<file path="src/hw/rtl/crfop_pkg.sv">
// ---------------------------------------------------------------------------
// crfop_pkg
// Shared codes and types for the command ring store with overwrite and
// push to the front.
// ---------------------------------------------------------------------------
package crfop_pkg;

  // operation codes carried in the kind field
  localparam logic [1:0] KIND_PUSH_BACK  = 2'd0;
  localparam logic [1:0] KIND_POP        = 2'd1;
  localparam logic [1:0] KIND_PUSH_FRONT = 2'd2;

  // result status codes
  localparam logic [1:0] STATUS_OK    = 2'd0;
  localparam logic [1:0] STATUS_FULL  = 2'd1;
  localparam logic [1:0] STATUS_EMPTY = 2'd2;

  // control sequencer states
  typedef enum logic {
    ST_IDLE,
    ST_POP
  } state_t;

endpackage

</file>
<file path="src/hw/rtl/crfop_if.sv">
// ---------------------------------------------------------------------------
// crfop_if
// Valid/ready channels for command beats and result beats.
// ---------------------------------------------------------------------------
interface crfop_cmd_if #(
  parameter int ENTRY_WIDTH = 32
);
  logic                   valid;
  logic                   ready;
  logic [1:0]             kind;
  logic [ENTRY_WIDTH-1:0] entry_word;

  modport source (output valid, output kind, output entry_word, input ready);
  modport sink   (input valid, input kind, input entry_word, output ready);
endinterface

interface crfop_rsp_if #(
  parameter int ENTRY_WIDTH = 32,
  parameter int FILL_WIDTH  = 5
);
  logic                   valid;
  logic                   ready;
  logic [1:0]             status;
  logic [ENTRY_WIDTH-1:0] popped_word;
  logic [FILL_WIDTH-1:0]  fill_level;

  modport source (output valid, output status, output popped_word, output fill_level,
                  input ready);
  modport sink   (input valid, input status, input popped_word, input fill_level,
                  output ready);
endinterface

</file>
<file path="src/hw/rtl/command_ring_fifo_overwrite_pushfront_top.sv">
// ---------------------------------------------------------------------------
// command_ring_fifo_overwrite_pushfront_top
// Ring store of command words with overwrite when full and push to front.
// ---------------------------------------------------------------------------
// Each command beat gives exactly one result beat. A push to the back, a
// push to the front, an empty pop and the unused kind have their result in
// the output register in the cycle after acceptance; a successful pop first
// passes its entry through the store's registered read port. One command is
// in flight at a time; a new one is accepted as soon as the sequencer is idle
// and the output register is empty or is being drained in the same cycle.
// The entry store is a single memory with one write and one read port;
// entries are never read before a push writes them, so it needs no clearing.
module command_ring_fifo_overwrite_pushfront_top #(
  parameter int FIFO_DEPTH  = 16,
  parameter int ENTRY_WIDTH = 32,
  localparam int IDX_WIDTH  = $clog2(FIFO_DEPTH),
  localparam int FILL_WIDTH = IDX_WIDTH + 1
) (
  input  logic        clk,
  input  logic        rst,
  crfop_cmd_if.sink   cmd,
  crfop_rsp_if.source rsp
);

  crfop_pkg::state_t state;
  crfop_pkg::state_t state_next;

  logic [IDX_WIDTH-1:0]   head;
  logic [IDX_WIDTH-1:0]   tail;
  logic [FILL_WIDTH-1:0]  count;
  logic [IDX_WIDTH-1:0]   head_next;
  logic [IDX_WIDTH-1:0]   tail_next;
  logic [FILL_WIDTH-1:0]  count_next;

  logic                   out_valid;
  logic [1:0]             out_status;
  logic [ENTRY_WIDTH-1:0] out_word;
  logic [FILL_WIDTH-1:0]  out_fill;

  logic                   out_free;
  logic                   accept;
  logic                   full;
  logic                   empty;
  logic                   pop_hit;

  logic                   wr_en;
  logic [IDX_WIDTH-1:0]   wr_addr;
  logic                   rd_en;
  logic [ENTRY_WIDTH-1:0] rd_data;

  logic                   load_now;
  logic [1:0]             load_status;
  logic                   load_pop;

  // handshake
  assign out_free = !out_valid || rsp.ready;
  assign accept   = cmd.valid && cmd.ready;
  assign full     = (count == FILL_WIDTH'(FIFO_DEPTH));
  assign empty    = (count == '0);
  assign pop_hit  = accept && (cmd.kind == crfop_pkg::KIND_POP) && !empty;

  // next state
  always_comb begin
    state_next = state;
    case (state)
      crfop_pkg::ST_IDLE: begin
        if (pop_hit) begin
          state_next = crfop_pkg::ST_POP;
        end
      end
      crfop_pkg::ST_POP: begin
        state_next = crfop_pkg::ST_IDLE;
      end
      default: begin
        state_next = crfop_pkg::ST_IDLE;
      end
    endcase
  end

  // sequencer outputs
  always_comb begin
    cmd.ready = 1'b0;
    load_pop  = 1'b0;
    case (state)
      crfop_pkg::ST_IDLE: begin
        cmd.ready = out_free;
      end
      crfop_pkg::ST_POP: begin
        load_pop = 1'b1;
      end
      default: begin
        cmd.ready = 1'b0;
      end
    endcase
  end

  // index, count and store access for the accepted command
  always_comb begin
    head_next   = head;
    tail_next   = tail;
    count_next  = count;
    wr_en       = 1'b0;
    wr_addr     = tail;
    rd_en       = 1'b0;
    load_now    = 1'b0;
    load_status = crfop_pkg::STATUS_OK;
    if (accept) begin
      load_now = 1'b1;
      case (cmd.kind)
        crfop_pkg::KIND_PUSH_BACK, crfop_pkg::KIND_PUSH_FRONT: begin
          wr_en = 1'b1;
          if (full) begin
            // oldest entry is lost
            tail_next   = tail + 1'b1;
            head_next   = head + 1'b1;
            load_status = crfop_pkg::STATUS_FULL;
          end else if (cmd.kind == crfop_pkg::KIND_PUSH_BACK) begin
            tail_next  = tail + 1'b1;
            count_next = count + 1'b1;
          end else begin
            head_next  = head - 1'b1;
            wr_addr    = head - 1'b1;
            count_next = count + 1'b1;
          end
        end
        crfop_pkg::KIND_POP: begin
          if (empty) begin
            load_status = crfop_pkg::STATUS_EMPTY;
          end else begin
            // result is loaded once the read data returns
            rd_en      = 1'b1;
            load_now   = 1'b0;
            head_next  = head + 1'b1;
            count_next = count - 1'b1;
          end
        end
        default: begin
          load_status = crfop_pkg::STATUS_OK;
        end
      endcase
    end
  end

  // control registers
  always_ff @(posedge clk) begin
    if (rst) begin
      state     <= crfop_pkg::ST_IDLE;
      head      <= '0;
      tail      <= '0;
      count     <= '0;
      out_valid <= 1'b0;
    end else begin
      state <= state_next;
      head  <= head_next;
      tail  <= tail_next;
      count <= count_next;
      if (load_now || load_pop) begin
        out_valid <= 1'b1;
      end else if (rsp.ready) begin
        out_valid <= 1'b0;
      end
    end
  end

  // result register
  always_ff @(posedge clk) begin
    if (load_pop) begin
      out_status <= crfop_pkg::STATUS_OK;
      out_word   <= rd_data;
      out_fill   <= count;
    end else if (load_now) begin
      out_status <= load_status;
      out_word   <= '0;
      out_fill   <= count_next;
    end
  end

  assign rsp.valid       = out_valid;
  assign rsp.status      = out_status;
  assign rsp.popped_word = out_word;
  assign rsp.fill_level  = out_fill;

  crfop_store #(
    .FIFO_DEPTH  (FIFO_DEPTH),
    .ENTRY_WIDTH (ENTRY_WIDTH)
  ) u_store (
    .clk     (clk),
    .wr_en   (wr_en),
    .wr_addr (wr_addr),
    .wr_data (cmd.entry_word),
    .rd_en   (rd_en),
    .rd_addr (head),
    .rd_data (rd_data)
  );

endmodule

</file>
<file path="src/hw/rtl/crfop_store.sv">
// ---------------------------------------------------------------------------
// crfop_store
// Ring entry memory: one write port, one read port with registered data.
// ---------------------------------------------------------------------------
module crfop_store #(
  parameter int FIFO_DEPTH  = 16,
  parameter int ENTRY_WIDTH = 32,
  localparam int IDX_WIDTH  = $clog2(FIFO_DEPTH)
) (
  input  logic                   clk,
  input  logic                   wr_en,
  input  logic [IDX_WIDTH-1:0]   wr_addr,
  input  logic [ENTRY_WIDTH-1:0] wr_data,
  input  logic                   rd_en,
  input  logic [IDX_WIDTH-1:0]   rd_addr,
  output logic [ENTRY_WIDTH-1:0] rd_data
);

  logic [ENTRY_WIDTH-1:0] mem [FIFO_DEPTH];

  // write port
  always_ff @(posedge clk) begin
    if (wr_en) begin
      mem[wr_addr] <= wr_data;
    end
  end

  // registered read port
  always_ff @(posedge clk) begin
    if (rd_en) begin
      rd_data <= mem[rd_addr];
    end
  end

endmodule

</file>
<file path="src/flat_wrapper.sv">
// flat-port wrapper written by rule: the top's interface ports become plain ports
module command_ring_fifo_overwrite_pushfront_top_flat import crfop_pkg::*;
#(
  parameter int FIFO_DEPTH  = 16,
  parameter int ENTRY_WIDTH = 32,
  localparam int IDX_WIDTH  = $clog2(FIFO_DEPTH),
  localparam int FILL_WIDTH = IDX_WIDTH + 1
)
  (clk, rst, cmd_valid, cmd_kind, cmd_entry_word, cmd_ready, rsp_valid, rsp_status, rsp_popped_word, rsp_fill_level, rsp_ready);
  crfop_cmd_if #(.ENTRY_WIDTH(ENTRY_WIDTH)) cmd_i ();
  crfop_rsp_if #(.ENTRY_WIDTH(ENTRY_WIDTH), .FILL_WIDTH((($clog2((16))) + 1))) rsp_i ();
  input  logic clk;
  input  logic rst;
  input wire logic [$bits(cmd_i.valid)-1:0] cmd_valid;
  input wire logic [$bits(cmd_i.kind)-1:0] cmd_kind;
  input wire logic [$bits(cmd_i.entry_word)-1:0] cmd_entry_word;
  output wire logic [$bits(cmd_i.ready)-1:0] cmd_ready;
  output wire logic [$bits(rsp_i.valid)-1:0] rsp_valid;
  output wire logic [$bits(rsp_i.status)-1:0] rsp_status;
  output wire logic [$bits(rsp_i.popped_word)-1:0] rsp_popped_word;
  output wire logic [$bits(rsp_i.fill_level)-1:0] rsp_fill_level;
  input wire logic [$bits(rsp_i.ready)-1:0] rsp_ready;
  assign cmd_i.valid = cmd_valid;
  assign cmd_i.kind = cmd_kind;
  assign cmd_i.entry_word = cmd_entry_word;
  assign cmd_ready = cmd_i.ready;
  assign rsp_valid = rsp_i.valid;
  assign rsp_status = rsp_i.status;
  assign rsp_popped_word = rsp_i.popped_word;
  assign rsp_fill_level = rsp_i.fill_level;
  assign rsp_i.ready = rsp_ready;
  command_ring_fifo_overwrite_pushfront_top #(.FIFO_DEPTH(FIFO_DEPTH), .ENTRY_WIDTH(ENTRY_WIDTH)) u_core (.clk(clk), .rst(rst), .cmd(cmd_i), .rsp(rsp_i));
endmodule
</file>
<file path="config.mk">
export PLATFORM = sky130hd
export DESIGN_NAME = command_ring_fifo_overwrite_pushfront_top_flat
export DESIGN_NICKNAME = d
export VERILOG_FILES = /design/src/hw/rtl/crfop_pkg.sv /design/src/hw/rtl/crfop_if.sv /design/src/hw/rtl/command_ring_fifo_overwrite_pushfront_top.sv /design/src/hw/rtl/crfop_store.sv /design/src/flat_wrapper.sv
export SDC_FILE = /design/constraint.sdc
export NUM_CORES = 1
export LEC_CHECK = 0
export BUFFER_PORTS_ARGS = -buffer_cell sky130_fd_sc_hd__buf_4
export CORE_AREA = 2 2 243 245
export CTS_CLUSTER_SIZE = 16
export DETAILED_ROUTE_END_ITERATION = 8
export DIE_AREA = 0 0 245 247
export PLACE_DENSITY_LB_ADDON = 0.05
export SLEW_MARGIN = 15
export SYNTH_ARGS = -nofsm -noshare
export SYNTH_HDL_FRONTEND = slang
export SYNTH_SLANG_ARGS = --single-unit
</file>
<file path="constraint.sdc">
create_clock -name clk -period 5 [get_ports clk]
set_clock_uncertainty 0.2 [all_clocks]
set_input_delay 0.75 -clock clk [delete_from_list [all_inputs] [get_ports clk]]
set_output_delay 0.75 -clock clk [all_outputs]
set_load 0.02 [all_outputs]
</file>
* After elaboration in Yosys (flattened, before gate mapping)
Memory sizes are Yosys's and may differ from the RTL's. A register that Yosys moved wholly into a read port is not among the register bits. Index checks and enable logic that the tools add are counted. Widths: inputs -> output; s select.
Operators by class: mux-type cells 38, eq/ne operators 5, bitwise logic cells 1, reduce and logical (&&, ||, !) cells 16, add/subtract/negate cells 5
Operators by type and width (number):
- $mux 32 | 2
- $mux 4 | 9
- $mux 5 | 5
- $mux 1 | 16
- $pmux 5 s2 | 1
- $add 4x1->4 const B | 2
- $pmux 4 s2 | 1
- $reduce_bool 2->1 | 4
- $add 5x1->5 const B | 1
- $eq 5x5->1 const B | 1
- $logic_not 5->1 | 1
- $sub 5x1->5 const B | 1
- $mux 2 | 2
- $pmux 2 s2 | 1
- $reduce_and 4->1 | 1
- $sub 4x1->4 const B | 1
- $logic_and 1x1->1 | 3
- $ne 3x2->1 const B | 1
- $reduce_and 3->1 | 1
- $eq 2x1->1 const B | 1
- $eq 2x2->1 const B | 1
- $logic_not 1->1 | 2
- $logic_not 2->1 | 1
- $logic_or 1x1->1 | 2
- other kinds (4) | 4
Word-level totals: bits in writable memories 512, bits in registers 54, input port bits 38, logic and storage cells 74, memories 1, output and inout port bits 41
Memory list:
- u_core.u_store.mem | words 16, bits a word 32, rd ports 1, clocked after Yosys merged registers in 1, wr ports 1, RTL line crfop_store.sv:19 | logic [ENTRY_WIDTH-1:0] mem [FIFO_DEPTH];

* Depth between registers and ports, before layout
Gate-level depths: netlist (run 1).
depth after elaboration 8, mapped depth 9, mapped depth without buffers 6

* Cells and area by module
From an unflattened synthesis (run 1), not the netlist that was laid out.
Second synthesis, totals: cell total of the unflattened synthesis 1060, area total of the unflattened synthesis 22765.6 µm²
By module, submodules not included:
- crfop_store | instances 1, cells each 838, sequential area each 16335.7 µm², area an instance 20155.6 µm²
- command_ring_fifo_overwrite_pushfront_top | instances 1, cells each 222, sequential area each 1451.4 µm², area an instance 2610.0 µm²

* Least setup slack after synthesis (run 1)
Ideal clock, no wire load.
kind in2reg, start point input cmd_kind[1], end point register u_core.u_store.rd_data[0], read port of u_core.u_store.mem (enable), required time 4339 ps, path buffers 1, cell stages on the path 3, arrival time 3330 ps, setup slack 1009 ps, setup time 461 ps, path through nand2b_1 > clkbuf_1 > nor3_1
On the way: longest elaborated chain between the ends 3
RTL lines:
- from (decl) | RTL line flat_wrapper.sv:15 | input wire logic [$bits(cmd_i.kind)-1:0] cmd_kind;
- $eq 2x1->1 | RTL line command_ring_fifo_overwrite_pushfront_top.sv:109 | case (cmd.kind)
- $mux 1 | RTL line command_ring_fifo_overwrite_pushfront_top.sv:109
- $mux 1 | RTL line command_ring_fifo_overwrite_pushfront_top.sv:107 | if (accept) begin
- net u_core.rd_en | RTL line command_ring_fifo_overwrite_pushfront_top.sv:48 | logic rd_en;
- to (decl) | RTL line crfop_store.sv:16 | output logic [ENTRY_WIDTH-1:0] rd_data
The timed path passes the listed nets, and every way through them passes these cells. A chain may end at the register's enable or synchronous reset.

* Final worst setup path (run 1)
start point register u_core.count[0], end point memory u_core.u_store.mem[6][18] (enable)
On the way: longest elaborated chain between the ends 4
RTL lines:
- from (decl) | RTL line command_ring_fifo_overwrite_pushfront_top.sv:30 | logic [FILL_WIDTH-1:0] count;
- from (signal assigned) | RTL line command_ring_fifo_overwrite_pushfront_top.sv:156 | count <= count_next;
- $eq 5x5->1 | RTL line command_ring_fifo_overwrite_pushfront_top.sv:58 | assign full = (count == FILL_WIDTH'(FIFO_DEPTH));
- $mux 4 | RTL line command_ring_fifo_overwrite_pushfront_top.sv:112 | if (full) begin
- $mux 4 | RTL line command_ring_fifo_overwrite_pushfront_top.sv:109
- $mux 4 | RTL line command_ring_fifo_overwrite_pushfront_top.sv:107
- to (decl) | RTL line crfop_store.sv:19
No other way between the ends.

==> results.json, run 1 <==
{
  "status": "completed",
  "fin_crit_sh_pct": 73.31,
  "min_to": "u_core.u_store.mem[8][10]",
  "synth_top_family_by_area": "multiplexers",
  "synth_cells": 1008,
  "synth_edf_count": 581,
  "synth_xor_area_share_pct": 0.2674,
  "power_leakage_nw": 8.256,
  "worstSetupStartpointType": "register",
  "synth_seq_cells": 598,
  "antenna_left": 0,
  "vias": 10470,
  "crit_type": "reg -> reg",
  "timing.rr.start": "u_core.count[0]",
  "seqCellArea_mm2": 0.01780,
  "dr.pass1.iters": 4,
  "mostFrequentLayoutCells": "edfxtp_1, mux4_2, buf_4",
  "cts_resized": 0,
  "place.gp.congestion": 0.7653,
  "setup_viol": 0,
  "track_usage_pct": 17.56,
  "first_iter_violations": 861,
  "pin_count": 79,
  "synthAdderAreaFrac_pct": 0.2729,
  "synth_compound_area_share_pct": 1.975,
  "multi_input_area_mm2": 0.004972,
  "yosysSeqAreaShare_pct": 77.58,
  "grt_pass1_vias": 11200,
  "rsz0062_at_grt": "no",
  "yosysWarningCount": 0,
  "synth-simple-area-share_pct": 2.543,
  "cts_tree": "built",
  "synth_ff_type": "edfxtp_1",
  "r2r_slack_ps": 1330,
  "initial_utilization_pct": 39.37,
  "dpl.hpwl_mm": 28.27,
  "syn-cell-area_mm2": 0.02293,
  "numPortBuffers": 78,
  "antenna_cells": 0,
  "ir_drop_mv": 0.2383,
  "rr_worst_depth": 7,
  "ys_types": 54,
  "cts.sinks": 598,
  "die_area_mm2": 0.06052,
  "hold_violations": 0,
  "period_needed_ps": 3666,
  "fmax_mhz": 272.8,
  "dieHeight_um": 247,
  "clk_pin_slew_ps": 60,
  "synthMuxAreaShare_pct": 15.81,
  "drive_gt1_share_pct": 32.55,
  "async_flop_share_pct": 0,
  "cts_buffer_depth": 3,
  "drt-total-wl_mm": 51.36,
  "antenna_found_initial": 2,
  "syn_area_per_cell_um2": 22.75,
  "grt_max_degree": 61,
  "hold_class": "in -> reg",
  "nFillCells": 4829,
  "hold_path.startpoint": "cmd_entry_word[10]",
  "relSlewSlack_pct": 34.55,
  "fp-row-count": 89,
  "final_max_slew_viol_count": 0,
  "worstPathRequired_ps": 5070,
  "root_buffer": "clkbuf_16",
  "grt-ovfl-total": 0,
  "clk_latency_ps": 580,
  "syn_to_final_growth_pct": 16.79,
  "fin_setup_tns_ps": 0,
  "layout_setup_ws_ps": 1334,
  "hold_buffers": 0,
  "drc": 0,
  "power_density_mw_per_mm2": 408.0,
  "pre_cts_ws_ps": 1270,
  "cts_buffers": 68,
  "layout_commonest_cell": "edfxtp_1",
  "grt_pass1_wl_mm": 76.59,
  "viasPerCell": 5.345,
  "hold_depth": 1,
  "worstSetupEndpointType": "register",
  "arrival_ps": 3740,
  "htreeDepth": 3,
  "cp_max_fo": 19,
  "postCtsSetupBuffers": 0,
  "timing.rr.end": "u_core.u_store.mem[6][18]",
  "final_nets": 1180,
  "synth_nets": 1051,
  "die_w_um": 245,
  "coreArea_mm2": 0.05824,
  "tightest_slew_ps": 981.7,
  "wl_per_cell_um": 26.22,
  "max-cap-violations": 0
}
[flip-flops by register name, summed over array words and instances, names as in the netlist]
name and count:
u_core.u_store.rd_data 32, u_core.tail 4, u_core.state 1, u_core.count 5, u_core.rsp.fill_level 5, u_core.rsp.popped_word 32
u_core.u_store.mem 512, u_core.rsp.status 2, u_core.head 4, u_core.rsp.valid 1
[stage by stage]
step | hold WS, ps | utilization (%) | std cells | area [um2] | total power [W]
after global placement | 303.6 | 42.50 | 1840 | 24750 | 0.006496
after floorplan | 277.9 | - | 1008 | 22930 | 0.006208
final | 269.6 | 45.98 | 1959 | 26780 | 0.01093
after CTS | 230.9 | 45.98 | 1959 | 26780 | 0.01110
after global routing | 243.7 | 45.98 | 1959 | 26780 | 0.01133
after detailed placement | 306.5 | 42.50 | 1840 | 24750 | 0.006498
[worst max-delay path, cell delays in order (launching register included)]
cell and delay (ps):
dfxtp_1 420, inv_1 70, ha_1 260, and4bb_2 300, nor2_1 460, nand4_1 510, a21oi_4 840, buf_12 290
[kinds of logic after synthesis]
| family | Yosys count |
|---|---|
| xor+xnor | 7 |
| mux | 162 |
| flops | 598 |
| compound gates | 75 |
| buf+inv | 64 |
| fa+ha+maj | 5 |
| simple gates | 97 |
[power by group]
group | internal [W] | total [W] | switching, W | leakage, nW
logic | 0.000324 | 0.000719 | 0.000395 | 1.85
registers | 0.00560 | 0.00565 | 0.0000560 | 5.41
clock network | 0.00266 | 0.00455 | 0.00189 | 0.991
[layer usage]
| metal | vias to the layer above | wire [um] | global-route usage (%) |
|---|---|---|---|
| met3 | 77 | 2045 | 3.397 |
| met4 | 2 | 942 | 4.466 |
| met5 | - | 8 | 0 |
| met2 | 238 | 25110 | 28.81 |
| met1 | 5620 | 23250 | 24.23 |
| li1 | 4533 | - | - |
[cell usage after synthesis (2+ instances only)]
cell type	n	area (um2)
nand2_1	10	37.54
xnor2_1	3	26.28
nor4_1	5	31.28
inv_1	13	48.80
a311oi_1	2	17.52
nand3_1	7	35.03
edfxtp_1	581	17450
nand4_1	8	50.05
a21oi_1	34	170.2
xor2_1	4	35.03
buf_2	17	85.08
nor3_1	6	30.03
and2_1	33	206.5
nor2b_1	2	12.51
clkbuf_1	21	78.83
or3_1	3	18.77
a211oi_1	5	37.54
o211ai_1	4	30.03
mux4_2	160	3603
buf_12	4	80.08
dfxtp_1	17	340.3
o21ai_0	15	75.07
a31oi_1	2	12.51
buf_1	5	18.77
nor2_1	7	26.28
nand2b_1	4	25.02
ha_1	5	62.56
buf_6	4	45.04
and4_1	2	17.52
[final cells by class]
class | count | share of cell area [%]
multi-input combinational | 346 | 18.57
clock buffer | 88 | 6.794
sequential | 598 | 66.48
tap | 773 | 3.612
timing repair buffer | 110 | 3.598
inverter | 13 | 0.1822
clock inverter | 31 | 0.7663
[worst max path at each step]
| stage | from | end | cells past startpoint | slack (ps) |
|---|---|---|---|---|
| after floorplan | cmd_kind[1] | u_core.u_store.rd_data[0] | 3 | 1010 |
| after global placement | u_core.count[0] | u_core.u_store.mem[6][10] | 7 | 1350 |
| after detailed placement | u_core.count[0] | u_core.u_store.mem[6][3] | 7 | 1270 |
| after CTS | u_core.count[0] | u_core.u_store.mem[6][25] | 7 | 1280 |
| after global routing | u_core.count[0] | u_core.u_store.mem[5][25] | 7 | 1110 |
| final | u_core.count[0] | u_core.u_store.mem[6][18] | 7 | 1330 |
No activity file was read; power rests on OpenSTA's default activity.
==> inputs of run 2 (changes only) <==
--- a/config.mk
+++ b/config.mk
@@ -5,11 +5,12 @@
 export SDC_FILE = /design/constraint.sdc
 export NUM_CORES = 1
 export LEC_CHECK = 0
+export ABC_AREA = 1
 export BUFFER_PORTS_ARGS = -buffer_cell sky130_fd_sc_hd__buf_4
-export CORE_AREA = 2 2 243 245
+export CORE_AREA = 2 2 248 250
 export CTS_CLUSTER_SIZE = 16
 export DETAILED_ROUTE_END_ITERATION = 8
-export DIE_AREA = 0 0 245 247
+export DIE_AREA = 0 0 250 252
 export PLACE_DENSITY_LB_ADDON = 0.05
 export SLEW_MARGIN = 15
 export SYNTH_ARGS = -nofsm -noshare
==> constraint.sdc (replaced) <==
create_clock -name clk -period 3.75 [get_ports clk]
set_clock_uncertainty 0.2 [all_clocks]
set_input_delay 0.5625 -clock clk [delete_from_list [all_inputs] [get_ports clk]]
set_output_delay 0.5625 -clock clk [all_outputs]
set_load 0.02 [all_outputs]
==> run 2 against run 1 <==
Flip-flop and latch count is the same. Non-clock buffer count grew 2. Register-to-register slack lost 510 ps. Clock power grew 41%. Combinational power grew 96%. Sequential power grew 33%. Count of clock-buffer cells in the layout shrank 8. Largest power group unchanged. Highest routed layer is now met4.
==> results.json, run 2 <==
{
  "worstSetupEndpointType": "register",
  "pre_cts_ws_ps": 798.9,
  "cts_buffers": 67,
  "switching_power_w": 0.003727,
  "layout_commonest_cell": "edfxtp_1",
  "yosys.area.top_type": "edfxtp_1",
  "worst-path-buf-inv": 3,
  "numPortBuffers": 78,
  "pin_count": 79,
  "yosysTopAreaCellShare_pct": 72.91,
  "multi_input_area_mm2": 0.005206,
  "antenna_found_initial": 2,
  "first_iter_violations": 1363,
  "syn-cell-area_mm2": 0.02393,
  "crit_type": "reg -> reg",
  "tightest_slew_ps": 760.1,
  "mostFrequentLayoutCells": "edfxtp_1, nor2_1, o21ai_0",
  "cts_buffer_depth": 3,
  "path_cells": "inv_1 -> ha_1 -> nand3_4 -> nand2_4 -> inv_6 -> nand2_4 -> nand2_1 -> nand2_1 -> nand2_2 -> nor2_4 -> buf_12",
  "async_flop_share_pct": 0,
  "antenna_cells": 0,
  "fin_crit_sh_pct": 77.97,
  "yosysWarningCount": 0,
  "coreArea_mm2": 0.06013,
  "synth_edf_count": 581,
  "grt_max_degree": 174,
  "viasPerCell": 5.290,
  "place.gp.congestion": 0.7920,
  "die_w_um": 250,
  "antenna_left": 0,
  "seq_power_share_pct": 49.0,
  "layout_setup_ws_ps": 825.9,
  "netlist_top_cells_area": "edfxtp_1, o21ai_0, nor2_1, o211ai_1, nand2_1",
  "power_density_mw_per_mm2": 556.3,
  "max-cap-violations": 0,
  "dr.pass1.iters": 5,
  "hold_class": "in -> reg",
  "ir_drop_mv": 0.3703,
  "syn_area_per_cell_um2": 12.96,
  "dieHeight_um": 252,
  "synth_xor_area_share_pct": 0.2562,
  "synth_seq_cells": 598,
  "setup_viol": 0,
  "grt_pass1_vias": 14150,
  "critPathTopFamily": "simple AND/OR/NAND/NOR gates",
  "p_comb_share_pct": 9.2,
  "yosysSeqAreaShare_pct": 74.33,
  "hold_buffers": 0,
  "synthMostInstantiatedCell": "edfxtp_1",
  "synth_cells": 1846,
  "grt_pass1_wl_mm": 94.10,
  "status": "completed",
  "power_w": 0.01535,
  "power_leakage_nw": 9.420,
  "max_stage_delay_ps": 530,
  "cts_tree": "built",
  "drt-total-wl_mm": 63.62,
  "htreeDepth": 3,
  "postCtsSetupBuffers": 0,
  "synth_nets": 1889,
  "clk_latency_ps": 610,
  "intPower_w": 0.01162,
  "synth-simple-area-share_pct": 9.809,
  "cts.sinks": 598,
  "ys_types": 35,
  "fp-row-count": 90,
  "synthMuxAreaShare_pct": 0,
  "clk_pin_slew_ps": 60,
  "drive_gt1_share_pct": 13.06,
  "netSwitchingFraction_pct": 24.28,
  "drc": 0,
  "fmax_mhz": 342.0,
  "period_needed_ps": 2924,
  "cp_max_fo": 17,
  "worstSetupStartpointType": "register",
  "synth_ff_type": "edfxtp_1",
  "syn_to_final_growth_pct": 15.33,
  "wl_per_cell_um": 23.20,
  "synthTopCellsByCount": "edfxtp_1, nor2_1, o21ai_0",
  "seqCellArea_mm2": 0.01780,
  "synth_compound_area_share_pct": 10.89,
  "final_nets": 1955,
  "vias": 14510,
  "cts_resized": 0,
  "root_buffer": "clkbuf_16",
  "regMostFlops": "u_core.u_store.mem",
  "synthAdderAreaFrac_pct": 0.2614,
  "relSlewSlack_pct": 49.33,
  "synth_top_family_by_area": "compound AO/OA/AOI/OAI gates",
  "largest_register_ffs": 512,
  "clkPwrFrac_pct": 41.8,
  "die_area_mm2": 0.06300,
  "rsz0062_at_grt": "no",
  "nFillCells": 5471,
  "track_usage_pct": 20.23,
  "fin_setup_tns_ps": 0,
  "cpMaxStageDelayCell": "nor2_4",
  "final_max_slew_viol_count": 0,
  "grt-ovfl-total": 0,
  "initial_utilization_pct": 39.79,
  "dpl.hpwl_mm": 37.13,
  "hold_violations": 0,
  "arrival_ps": 3020,
  "worstPathRequired_ps": 3850
}
## run 2: metrics by stage
stage          instance area, um2  util [%]  hold slack, ps  std cells
2_1_floorplan               23930         -           257.7       1846
3_3_place_gp                25490     42.39           283.6       2625
3_5_place_dp                25490     42.39           284.8       2625
4_1_cts                     27600     45.89           12.17       2742
5_1_grt                     27600     45.89           18.78       2742
6_report                    27600     45.89           37.69       2742
## run 2: area by class of cell
| class | instances | share of cell area, % |
|---|---|---|
| tap | 782 | 3.546 |
| timing repair buffer | 112 | 3.818 |
| clock buffer | 80 | 6.366 |
| sequential | 598 | 64.50 |
| multi-input combinational | 1016 | 18.87 |
| inverter | 117 | 1.628 |
| clock inverter | 37 | 1.274 |
## run 2: path summary, 6_finish.rpt
path	slack, ps	startpoint	to	cells past startpoint
worst min register to register	290	u_core.rsp.status[1]	u_core.rsp.status[1]	2
worst max register to register	830	u_core.count[0]	u_core.u_store.mem[1][31]	11
worst max-delay path	830	u_core.count[0]	u_core.u_store.mem[1][31]	11
worst min-delay path	40	rst	u_core.count[0]	2
## run 2: logic make-up after synthesis
| group | after synthesis |
|---|---|
| DFF | 598 |
| and+or+nand+nor | 548 |
| AOI/OAI and AO/OA | 456 |
| buffers and inverters | 232 |
| xor gates and xnor gates | 7 |
| adders and majority gates | 5 |
## run 2: power by group through the flow
stage          Clock [W]  Sequential, W  Combinational (W)
6_report         0.00642        0.00752            0.00141
5_1_grt          0.00681        0.00753            0.00155
4_1_cts          0.00656        0.00752            0.00144
3_5_place_dp           0        0.00766            0.00144
3_3_place_gp           0        0.00766            0.00144
2_1_floorplan          0        0.00769           0.000814
## run 2: layer usage
| layer | vias up | track usage, % | wire length [um] |
|---|---|---|---|
| met5 | - | 0 | 0 |
| met4 | 0 | 6.980 | 2031 |
| met3 | 111 | 2.971 | 2328 |
| met2 | 345 | 33.27 | 30550 |
| met1 | 7246 | 27.59 | 28720 |
| li1 | 6803 | - | - |
==> inputs of run 3 (changes only) <==
==> constraint.sdc (replaced) <==
create_clock -name clk -period 2.8 [get_ports clk]
set_clock_uncertainty 0.2 [all_clocks]
set_input_delay 0.42 -clock clk [delete_from_list [all_inputs] [get_ports clk]]
set_output_delay 0.42 -clock clk [all_outputs]
set_load 0.02 [all_outputs]
==> run 3 against run 2 <==
Worst setup slack worse by 570 ps. Critical endpoint is now u_core.u_store.mem[14][7]. Die area unchanged. Wire length down 2.5%. Clock power up 38%. Critical path depth is the same. Fmax grew 15%. Highest routed layer unchanged.
==> results.json, run 3 (same netlist as run 2, synthesis figures left out) <==
{
  "grt_pass1_wl_mm": 93.55,
  "drt-total-wl_mm": 62.04,
  "drive_gt1_share_pct": 14.23,
  "vias": 14530,
  "numPortBuffers": 78,
  "htreeDepth": 3,
  "dp_cells": 2655,
  "root_buffer": "clkbuf_16",
  "power_w": 0.02085,
  "met2_length_mm": 29.98,
  "cts.sinks": 598,
  "cts_buffer_depth": 3,
  "cts_tree": "built",
  "largest_register_ffs": 512,
  "grt_pass1_vias": 14380,
  "pin_count": 79,
  "worstSetupStartpointType": "register",
  "dr.pass1.iters": 5,
  "max-cap-violations": 0,
  "hold_buffers": 35,
  "syn_to_final_growth_pct": 18.85,
  "initial_utilization_pct": 39.79,
  "instances_no_fill": 2813,
  "crit_type": "reg -> reg",
  "status": "completed",
  "fmax_mhz": 392.9,
  "relSlewSlack_pct": 49.09,
  "grt-ovfl-total": 0,
  "fin_crit_sh_pct": 90.90,
  "utilization_pct": 47.30,
  "ir_drop_mv": 0.4679,
  "tightest_slew_ps": 763.7,
  "routed-wl-met3_mm": 2.314,
  "mostFrequentLayoutCells": "edfxtp_1, nor2_1, o21ai_0",
  "clk_pin_slew_ps": 60,
  "power_density_mw_per_mm2": 733.1,
  "pre_cts_ws_ps": 279.1,
  "antenna_found_initial": 0,
  "worstSetupEndpointType": "register",
  "whs_ps": 50.37,
  "worstPathRequired_ps": 2890,
  "postCtsSetupBuffers": 0,
  "rsz0062_at_grt": "no",
  "fp-row-count": 90,
  "clk_latency_ps": 600,
  "final_nets": 2021,
  "arrival_ps": 2630,
  "wl_met1_mm": 28.87,
  "wl_per_cell_um": 22.06,
  "drc": 0,
  "first_iter_violations": 1107,
  "layout_commonest_cell": "edfxtp_1",
  "power_leakage_nw": 9.804,
  "cts_buffers": 68,
  "period_needed_ps": 2545,
  "hold_violations": 0,
  "dr.max_layer_used": "met4",
  "layout_setup_ws_ps": 254.9,
  "antenna_cells": 0,
  "antenna_left": 0,
  "dieHeight_um": 252,
  "dpl.hpwl_mm": 35.18,
  "grt_max_degree": 147,
  "regMostFlops": "u_core.u_store.mem",
  "die_area_mm2": 0.06300,
  "viasPerCell": 5.166,
  "place.gp.congestion": 0.7958,
  "track_usage_pct": 19.90,
  "hold_class": "in -> reg",
  "cts_resized": 0,
  "setup_viol": 0,
  "die_w_um": 250,
  "final_max_slew_viol_count": 0,
  "coreArea_mm2": 0.06013,
  "cp_max_fo": 17
}
==> run 3: changes by cell type in the layout (fill, tap and decap cells not counted) <==
cell           before  now
clkbuf_16          68   71
bufinv_16           6    7
buf_12             17   30
clkinv_2            7    8
clkinv_8            1    2
buf_4              95  112
clkbuf_1           11   14
clkbuf_8            1    0
dlygate4sd3_1       0   35
inv_6               8    6
==> run 3: per-stage QoR <==
step	setup TNS, ps	cell area [um2]
CTS	0	28440
global route	0	28440
floorplan	-105530	23980
global placement	0	25880
finish	0	28440
detailed placement	0	25880
==> run 3: path summary, 6_finish.rpt <==
path	from	to	slack (ps)	depth (start not counted)
max reg2reg	u_core.count[0]	u_core.u_store.mem[14][7]	250	11
min	cmd_kind[0]	u_core.rsp.status[0]	50	4
max	u_core.count[0]	u_core.u_store.mem[14][7]	250	11
min reg2reg	u_core.rsp.status[1]	u_core.rsp.status[1]	270	2
==> run 3: area by class of cell <==
class,count,area (um2)
clock buffers,85,1829
flip-flops and latches,598,17800
fillers,5383,31690
multi-input cells,1016,5206
well taps,782,978.4
inverters,117,449.2
repair buffers,177,1792
clock inverters,38,385.4
==> run 3: where the power goes <==
part / internal [W] / switching (W) / total [W]
combinational: 0.000608 / 0.00133 / 0.00194
clock: 0.00530 / 0.00356 / 0.00885
sequential: 0.0100 / 0.0000570 / 0.0101
==> run 3: critical path, cell delays in order (launching register included) <==
cell,delay [ps]
dfxtp_1,340
inv_1,120
ha_1,360
nand3_4,120
nand2_4,130
inv_6,60
nand2_4,80
nand2_1,60
nand2_1,110
nand2_2,160
nor2_4,250
buf_12,220
==> run 3: routing by layer <==
layer  vias to the layer above  global-route usage, %
met4                         0                  4.944
li1                       6925                      -
met3                        69                  2.847
met5                         -                      0
met1                      7254                  27.93
met2                       285                  32.76
